## config.mk

```make
export PLATFORM = sky130hd
export DESIGN_NAME = smm_cell
export DESIGN_NICKNAME = d
export VERILOG_FILES = /design/src/hw/rtl/smm_pkg.sv /design/src/hw/rtl/smm_cell.sv
export SDC_FILE = /design/constraint.sdc
export NUM_CORES = 1
export LEC_CHECK = 0
export BUFFER_PORTS_ARGS = -buffer_cell sky130_fd_sc_hd__buf_2
export CORE_MARGIN = 10
export CORE_UTILIZATION = 50
export CTS_CLUSTER_SIZE = 28
export DETAILED_ROUTE_END_ITERATION = 12
export PLACE_DENSITY = 0.75
export SKIP_LAST_GASP = 1
export SLEW_MARGIN = 20
export SYNTH_ARGS = -nofsm -noshare
export SYNTH_HDL_FRONTEND = slang
export SYNTH_SLANG_ARGS = --single-unit
```

## constraint.sdc

```tcl
create_clock -name clk_i -period 3 [get_ports clk_i]
set_clock_uncertainty 0.1 [all_clocks]
set_input_delay 0.6 -clock clk_i [delete_from_list [all_inputs] [get_ports clk_i]]
set_output_delay 0.6 -clock clk_i [all_outputs]
set_load 0.1 [all_outputs]
```

## src/hw/rtl/smm_pkg.sv

```systemverilog
// Shared constants, types and arithmetic helpers of the streaming matrix multiplier.
package smm_pkg;

  // Default array limits; the top level takes them as parameters.
  localparam int unsigned MAX_INNER_DEF = 8;
  localparam int unsigned MAX_COLS_DEF  = 8;

  localparam int unsigned VALUE_W    = 32;
  localparam int unsigned ACC_W      = 64;
  localparam int unsigned B_INDEX_W  = 6;
  localparam int unsigned ROW_W      = 16;
  localparam int unsigned COL_OUT_W  = 3;
  localparam int unsigned SIZE_W     = 4;

  localparam int unsigned S_TDATA_W  = 40;
  localparam int unsigned M_TDATA_W  = 56;

  localparam int unsigned CFG_IDX_W  = 2;
  localparam int unsigned CFG_DATA_W = 16;

  // Register indexes of the configuration port.
  localparam logic [CFG_IDX_W-1:0] CFG_INNER_SIZE = 2'd0;
  localparam logic [CFG_IDX_W-1:0] CFG_OUT_COLS   = 2'd1;
  localparam logic [CFG_IDX_W-1:0] CFG_OUT_ROWS   = 2'd2;

  // Input item kinds.
  localparam logic OP_WRITE_B  = 1'b0;
  localparam logic OP_STREAM_A = 1'b1;

  // Control shared by every cell of the accumulator chain.
  typedef struct packed {
    logic load;   // capture rescaled sum into the hold register, clear accumulator
    logic shift;  // move hold registers one cell toward the output
  } smm_cell_ctrl_t;

  function automatic logic signed [ACC_W-1:0] smm_sat_add(
    input logic signed [ACC_W-1:0] a,
    input logic signed [ACC_W-1:0] b
  );
    logic signed [ACC_W-1:0] sum;
    sum = a + b;
    if ((a[ACC_W-1] == b[ACC_W-1]) && (sum[ACC_W-1] != a[ACC_W-1])) begin
      sum = a[ACC_W-1] ? {1'b1, {(ACC_W-1){1'b0}}} : {1'b0, {(ACC_W-1){1'b1}}};
    end
    return sum;
  endfunction

  // Q32.32 to Q16.16: floor shift by 16, then clip to 32 bits.
  function automatic logic signed [VALUE_W-1:0] smm_rescale(
    input logic signed [ACC_W-1:0] acc
  );
    logic signed [VALUE_W-1:0] q;
    if ((&acc[ACC_W-1:47]) || !(|acc[ACC_W-1:47])) begin
      q = acc[47:16];
    end else if (acc[ACC_W-1]) begin
      q = {1'b1, {(VALUE_W-1){1'b0}}};
    end else begin
      q = {1'b0, {(VALUE_W-1){1'b1}}};
    end
    return q;
  endfunction

endpackage

```

## src/hw/rtl/smm_cell.sv

```systemverilog
// One column cell: saturating accumulator, token pass-through and output hold register.
module smm_cell #(
  parameter int unsigned ColW   = 3,
  parameter int unsigned ColIdx = 0
) (
  input  logic                                  clk_i,
  input  logic                                  rst_ni,
  input  smm_pkg::smm_cell_ctrl_t               ctrl_i,
  input  logic                                  tok_valid_i,
  input  logic [ColW-1:0]                       tok_col_i,
  input  logic signed [smm_pkg::ACC_W-1:0]      tok_prod_i,
  output logic                                  tok_valid_o,
  output logic [ColW-1:0]                       tok_col_o,
  output logic signed [smm_pkg::ACC_W-1:0]      tok_prod_o,
  input  logic signed [smm_pkg::VALUE_W-1:0]    hold_i,
  output logic signed [smm_pkg::VALUE_W-1:0]    hold_o
);
  import smm_pkg::*;

  logic                      tok_valid_q;
  logic [ColW-1:0]           tok_col_q;
  logic signed [ACC_W-1:0]   tok_prod_q;
  logic signed [ACC_W-1:0]   acc_q, acc_d;
  logic signed [VALUE_W-1:0] hold_q;
  logic                      hit;

  assign hit = tok_valid_i && (tok_col_i == ColW'(ColIdx));

  always_comb begin
    acc_d = acc_q;
    if (ctrl_i.load) begin
      acc_d = '0;
    end else if (hit) begin
      acc_d = smm_sat_add(acc_q, tok_prod_i);
    end
  end

  always_ff @(posedge clk_i or negedge rst_ni) begin
    if (!rst_ni) begin
      tok_valid_q <= 1'b0;
      acc_q       <= '0;
    end else begin
      tok_valid_q <= tok_valid_i;
      acc_q       <= acc_d;
    end
  end

  always_ff @(posedge clk_i) begin
    tok_col_q  <= tok_col_i;
    tok_prod_q <= tok_prod_i;
    if (ctrl_i.load) begin
      hold_q <= smm_rescale(acc_q);
    end else if (ctrl_i.shift) begin
      hold_q <= hold_i;
    end
  end

  assign tok_valid_o = tok_valid_q;
  assign tok_col_o   = tok_col_q;
  assign tok_prod_o  = tok_prod_q;
  assign hold_o      = hold_q;

endmodule

```

* Word level (Yosys, flattened, before mapping)
Index checks and enable logic that the tools add are counted.
** Storage, ports and cells
- Bits in registers :: 164
- Input bits :: 104
- Output and inout port bits :: 100
- Word-level logic and storage cells :: 25
** Cells by class
- $add $sub $neg :: 1
- Equality and inequality tests :: 2
- Mux-type cells :: 8
- Reductions and logical operators :: 9
** Operators by type and width (number)
- 64-bit 2-to-1 mux :: 4
- 32-bit 2-to-1 mux :: 4
- 64-bit adder :: 1
- 17-bit AND reduction :: 1
- 17-bit OR reduction :: 1
- 2-bit nonzero test :: 2
- 3-bit zero test :: 1
- 1-bit logical AND :: 2
- 1-bit == test :: 1
- 1-bit zero test :: 1
- 1-bit logical OR :: 1
- 1-bit != test :: 1

* Logic depth before layout (Yosys ltp)
- Depth in word-level cells :: 6
- Depth in mapped cells :: 14
- Depth with buffers taken out :: 12

* Worst setup path before layout
No wires, ideal clock.
- Kind :: input-to-reg
- From :: input tok_prod_i[1] (netlist name)
- To :: register acc_q[13]
- Setup time :: 0.121 ns
- Arrival time :: 3.112 ns
- Required time :: 2.779 ns
- Path slack :: -0.333 ns
- Cell stages on the path :: 13
- Cells stage by stage :: ha_1 a211o_1 a211oi_4 o21ai_2 nand4_2 a31oi_2 o211a_4 o21ai_4 mux2i_2 buf_6 buf_6 nand2_1 a22o_1
** On the way
- Word-level cells in the longest chain between the ends :: 6
** Ends and longest elaborated chain
- start, declared :: RTL line smm_cell.sv:11 : input logic signed [smm_pkg::ACC_W-1:0] tok_prod_i,
- 64-bit adder (*) :: RTL line smm_pkg.sv:41 : sum = a + b;
- 1-bit != test :: RTL line smm_pkg.sv:42 : if ((a[ACC_W-1] == b[ACC_W-1]) && (sum[ACC_W-1] != a[ACC_W-1])) begin
- 1-bit logical AND :: RTL line smm_pkg.sv:42
- 64-bit 2-to-1 mux (*) :: RTL line smm_pkg.sv:42
- 64-bit 2-to-1 mux (*) :: RTL line smm_cell.sv:33 : end else if (hit) begin
- 64-bit 2-to-1 mux (*) :: RTL line smm_cell.sv:31 : if (ctrl_i.load) begin
- end signal, assigned :: RTL line smm_cell.sv:41 : acc_q <= '0;
- end signal, assigned :: RTL line smm_cell.sv:44 : acc_q <= acc_d;
- end, declared :: RTL line smm_cell.sv:23 : logic signed [ACC_W-1:0] acc_q, acc_d;
Mark *: on every way between the ends. The rest lies on a longest branch, timed or not. The select of a mux whose other input is x is not followed.
A chain may end at the register's enable or synchronous reset.

* Final worst setup path
- From :: register acc_q[0]
- To :: register acc_q[53]
** On the way
- Word-level cells in the longest chain between the ends :: 6
** Ends and longest elaborated chain (RTL line)
- 64-bit adder (*) :: smm_pkg.sv:41
- 1-bit != test :: smm_pkg.sv:42
- 1-bit logical AND :: smm_pkg.sv:42
- 64-bit 2-to-1 mux (*) :: smm_pkg.sv:42
- 64-bit 2-to-1 mux (*) :: smm_cell.sv:33
- 64-bit 2-to-1 mux (*) :: smm_cell.sv:31
Marked as above.

==> out/results.ini <==
[critical_path]
criticalPathCategory = register to register
reg2reg_depth = 14
start_kind = register
reg2reg_setup_slack_ns = -0.23
slowest_stage = dfrtp_1
r2r-start = acc_q[0]
crit_fanout = 5
reg2reg_to = acc_q[53]
timing.critical_path.mode_cell = buf_6
path_cells = ha_4 > buf_6 > a211o_1 > a211oi_4 > o21ai_2 > nand4_2 > a31oi_4 > o211a_4 > o21ai_4 > mux2i_4 > buf_6 > clkbuf_16 > nand2_1 > a22o_1
cp.arrival_ns = 3.46
end_kind = register
critical-path-max-stage-delay_ns = 0.41
cp_top_family = compound AO/OA/AOI/OAI gates
crit_start = acc_q[0]
crit_required_ns = 3.23
path_buf_inv = 3

[timing]
hold_violations = 0
rsz0062_at_grt = true
relSlewSlack_pct = 29.70
whs_ns = 0.1062
fin_ws_ns = -0.2282
period_share_pct = 107.6
fin_tns_setup_ns = -11.70
worst_pin_slew_ns = 1.052
finalCriticalPeriod_ns = 3.228
drv_slew = 0
max_freq_ghz = 0.3098
finalSetupViolCount = 63

[die]
num_io_pins = 204
start_util_pct = 50.90
die_h_um = 158.0
fp.coreArea_um2 = 18710
die_x_um = 158.0
die_area_um2 = 24960
rows = 50

[global_routing]
grt_max_degree = 40
grt_pass1_vias = 9804
antenna_found_initial = 0
overflow = 0
grt_first_pass_wirelength_um = 49910
grt_usage_pct = 25.04

[clocking]
cts_tree = yes
insertion_delay_ns = 0.45
htree_levels = 4
hold_buffers = 0
cts_root_buf = clkbuf_16
cts.sinks = 164
numCtsBuffers = 17
clkTransAtPathRegs_ns = 0.07
clockBufferDepth = 2

[synth]
synth_cell_types = 85
async_flop_share_pct = 39.63
synth_top_area_share_pct = 17.08
ys_ff_latch = 164
synthesis.area_um2 = 9522
synth_common_cells = a21oi_1, nand2_1, nor2_1
netlist_instances = 1010
yosys.cell_count.top_type = a21oi_1
syn_nets = 1178
ys_seq_area_share_pct = 41.26
ys_warn_count = 0
synth_edf_count = 32
synth.largest_area_cell = dfrtp_1
synth.area.top_cells = dfrtp_1, dfxtp_1, edfxtp_1, ha_1, a21oi_1
syn_avg_cell_area_um2 = 9.427
ys.flop_type = dfxtp_1

[detailed_routing]
vias = 9844
ant_nets = 0
drc = 0
drt-initial-drc-count = 808
wirelength_um = 32850
drtPass1Iterations = 5
via_per_inst = 5.713
wire_per_inst_um = 19.07

[power]
static-leakage-power_uw = 0.006955
p_total_uw = 6886
power_density_nw_per_um2 = 491.1
ir_drop_mv = 0.4238

[min_path]
hp-class = input port to async pin

[cells_and_area]
drive_above_1_share_pct = 42.18
final_area_um2 = 14020
fin_cells = 1723
syn2layout_area_growth_pct = 47.28
nNetsFinal = 1644
n_antenna_cell = 0

[status]
violations = setup timing
status = finished with violations

[placement]
placed_cell_area_um2 = 12880
portBuffers = 203
hpwlAfterDp_um = 24350
dp_cells = 1668
gp_congestion = 0.9676

[job]
maxCapViolCount = 0

==> layer usage <==
layer  track usage (%)  up-vias  part of all wire (%)
met5                 0        -                     0
met4             9.219        0                   3.2
met3             4.803       73                   7.2
met2             42.26      400                    47
met1             31.17     4669                    42
li1                  -     4702                     -
==> logic make-up (layout without fill, tap and decap cells) <==
kind of cell	count (synthesis)	in the layout	share of synthesized area, %
AO/OA/AOI/OAI	365	365	26.54
AND/OR/NAND/NOR	285	285	14.38
flip-flops	164	164	41.26
buffers and inverters	71	550	3.561
adder cells (fa/ha/maj)	64	64	8.489
XOR/XNOR	55	55	5.059
multiplexers	6	6	0.7095
==> registers in the layout, summed over array words and instances (netlist names) <==
signal,flops
tok_prod_o,64
hold_o,32
tok_valid_o,1
tok_col_o,3
acc_q,64
==> cell type report <==
class / count / area (um2)
clock buffer: 18 / 429.2
clock inverter: 14 / 142.6
fill: 1332 / 4682
inverter: 12 / 45.04
multi-input combinational: 775 / 5674
sequential: 164 / 3929
tap: 234 / 292.8
timing repair buffer: 506 / 3511
==> worst max path at each step <==
stage,to,slack [ns],depth (start not counted)
global placement,acc_q[60],-0.54,13
CTS,acc_q[60],-0.19,12
finish,acc_q[53],-0.23,14
global route,acc_q[25],-0.33,14
floorplan,acc_q[25],-0.18,13
detailed placement,acc_q[60],-0.60,14
==> report_power, final <==
group,switching (uW),internal [uW]
Sequential,48.8,2420
Clock,1010,1170
Combinational,1580,660
==> cell usage in the layout, fill, tap and decap left out, types with 10 or more instances in the layout <==
| master | count |
|---|---|
| buf_4 | 281 |
| buf_2 | 203 |
| a21oi_1 | 127 |
| nand2_1 | 84 |
| nor2_1 | 70 |
| dfxtp_1 | 67 |
| dfrtp_1 | 65 |
| a22o_1 | 56 |
| ha_1 | 49 |
| a21o_1 | 34 |
| xnor2_1 | 33 |
| edfxtp_1 | 32 |
| nand4_1 | 24 |
| o21ai_0 | 23 |
| xor2_1 | 22 |
| clkbuf_16 | 22 |
| nand3_1 | 19 |
| nand2_2 | 17 |
| ha_4 | 14 |
| a31oi_1 | 13 |
| inv_1 | 12 |
| buf_6 | 10 |
==> what timing repair did <==
item | CTS | global route
gates cloned | 1 | 6
setup endpoints to repair | 63 | 63
pin swaps | 2 | 28
resized for setup | 21 | 49
setup buffers | 6 | 10
hold endpoints to repair | 0 | 0
==> stage by stage <==
stage	setup slack, ns	utilization [%]
2_1_floorplan	-0.1759	-
5_1_grt	-0.3259	74.97
4_1_cts	-0.1945	72.85
6_report	-0.2282	74.97
3_3_place_gp	-0.5389	68.87
3_5_place_dp	-0.6010	68.87
No activity file was read; power rests on OpenSTA's default activity.
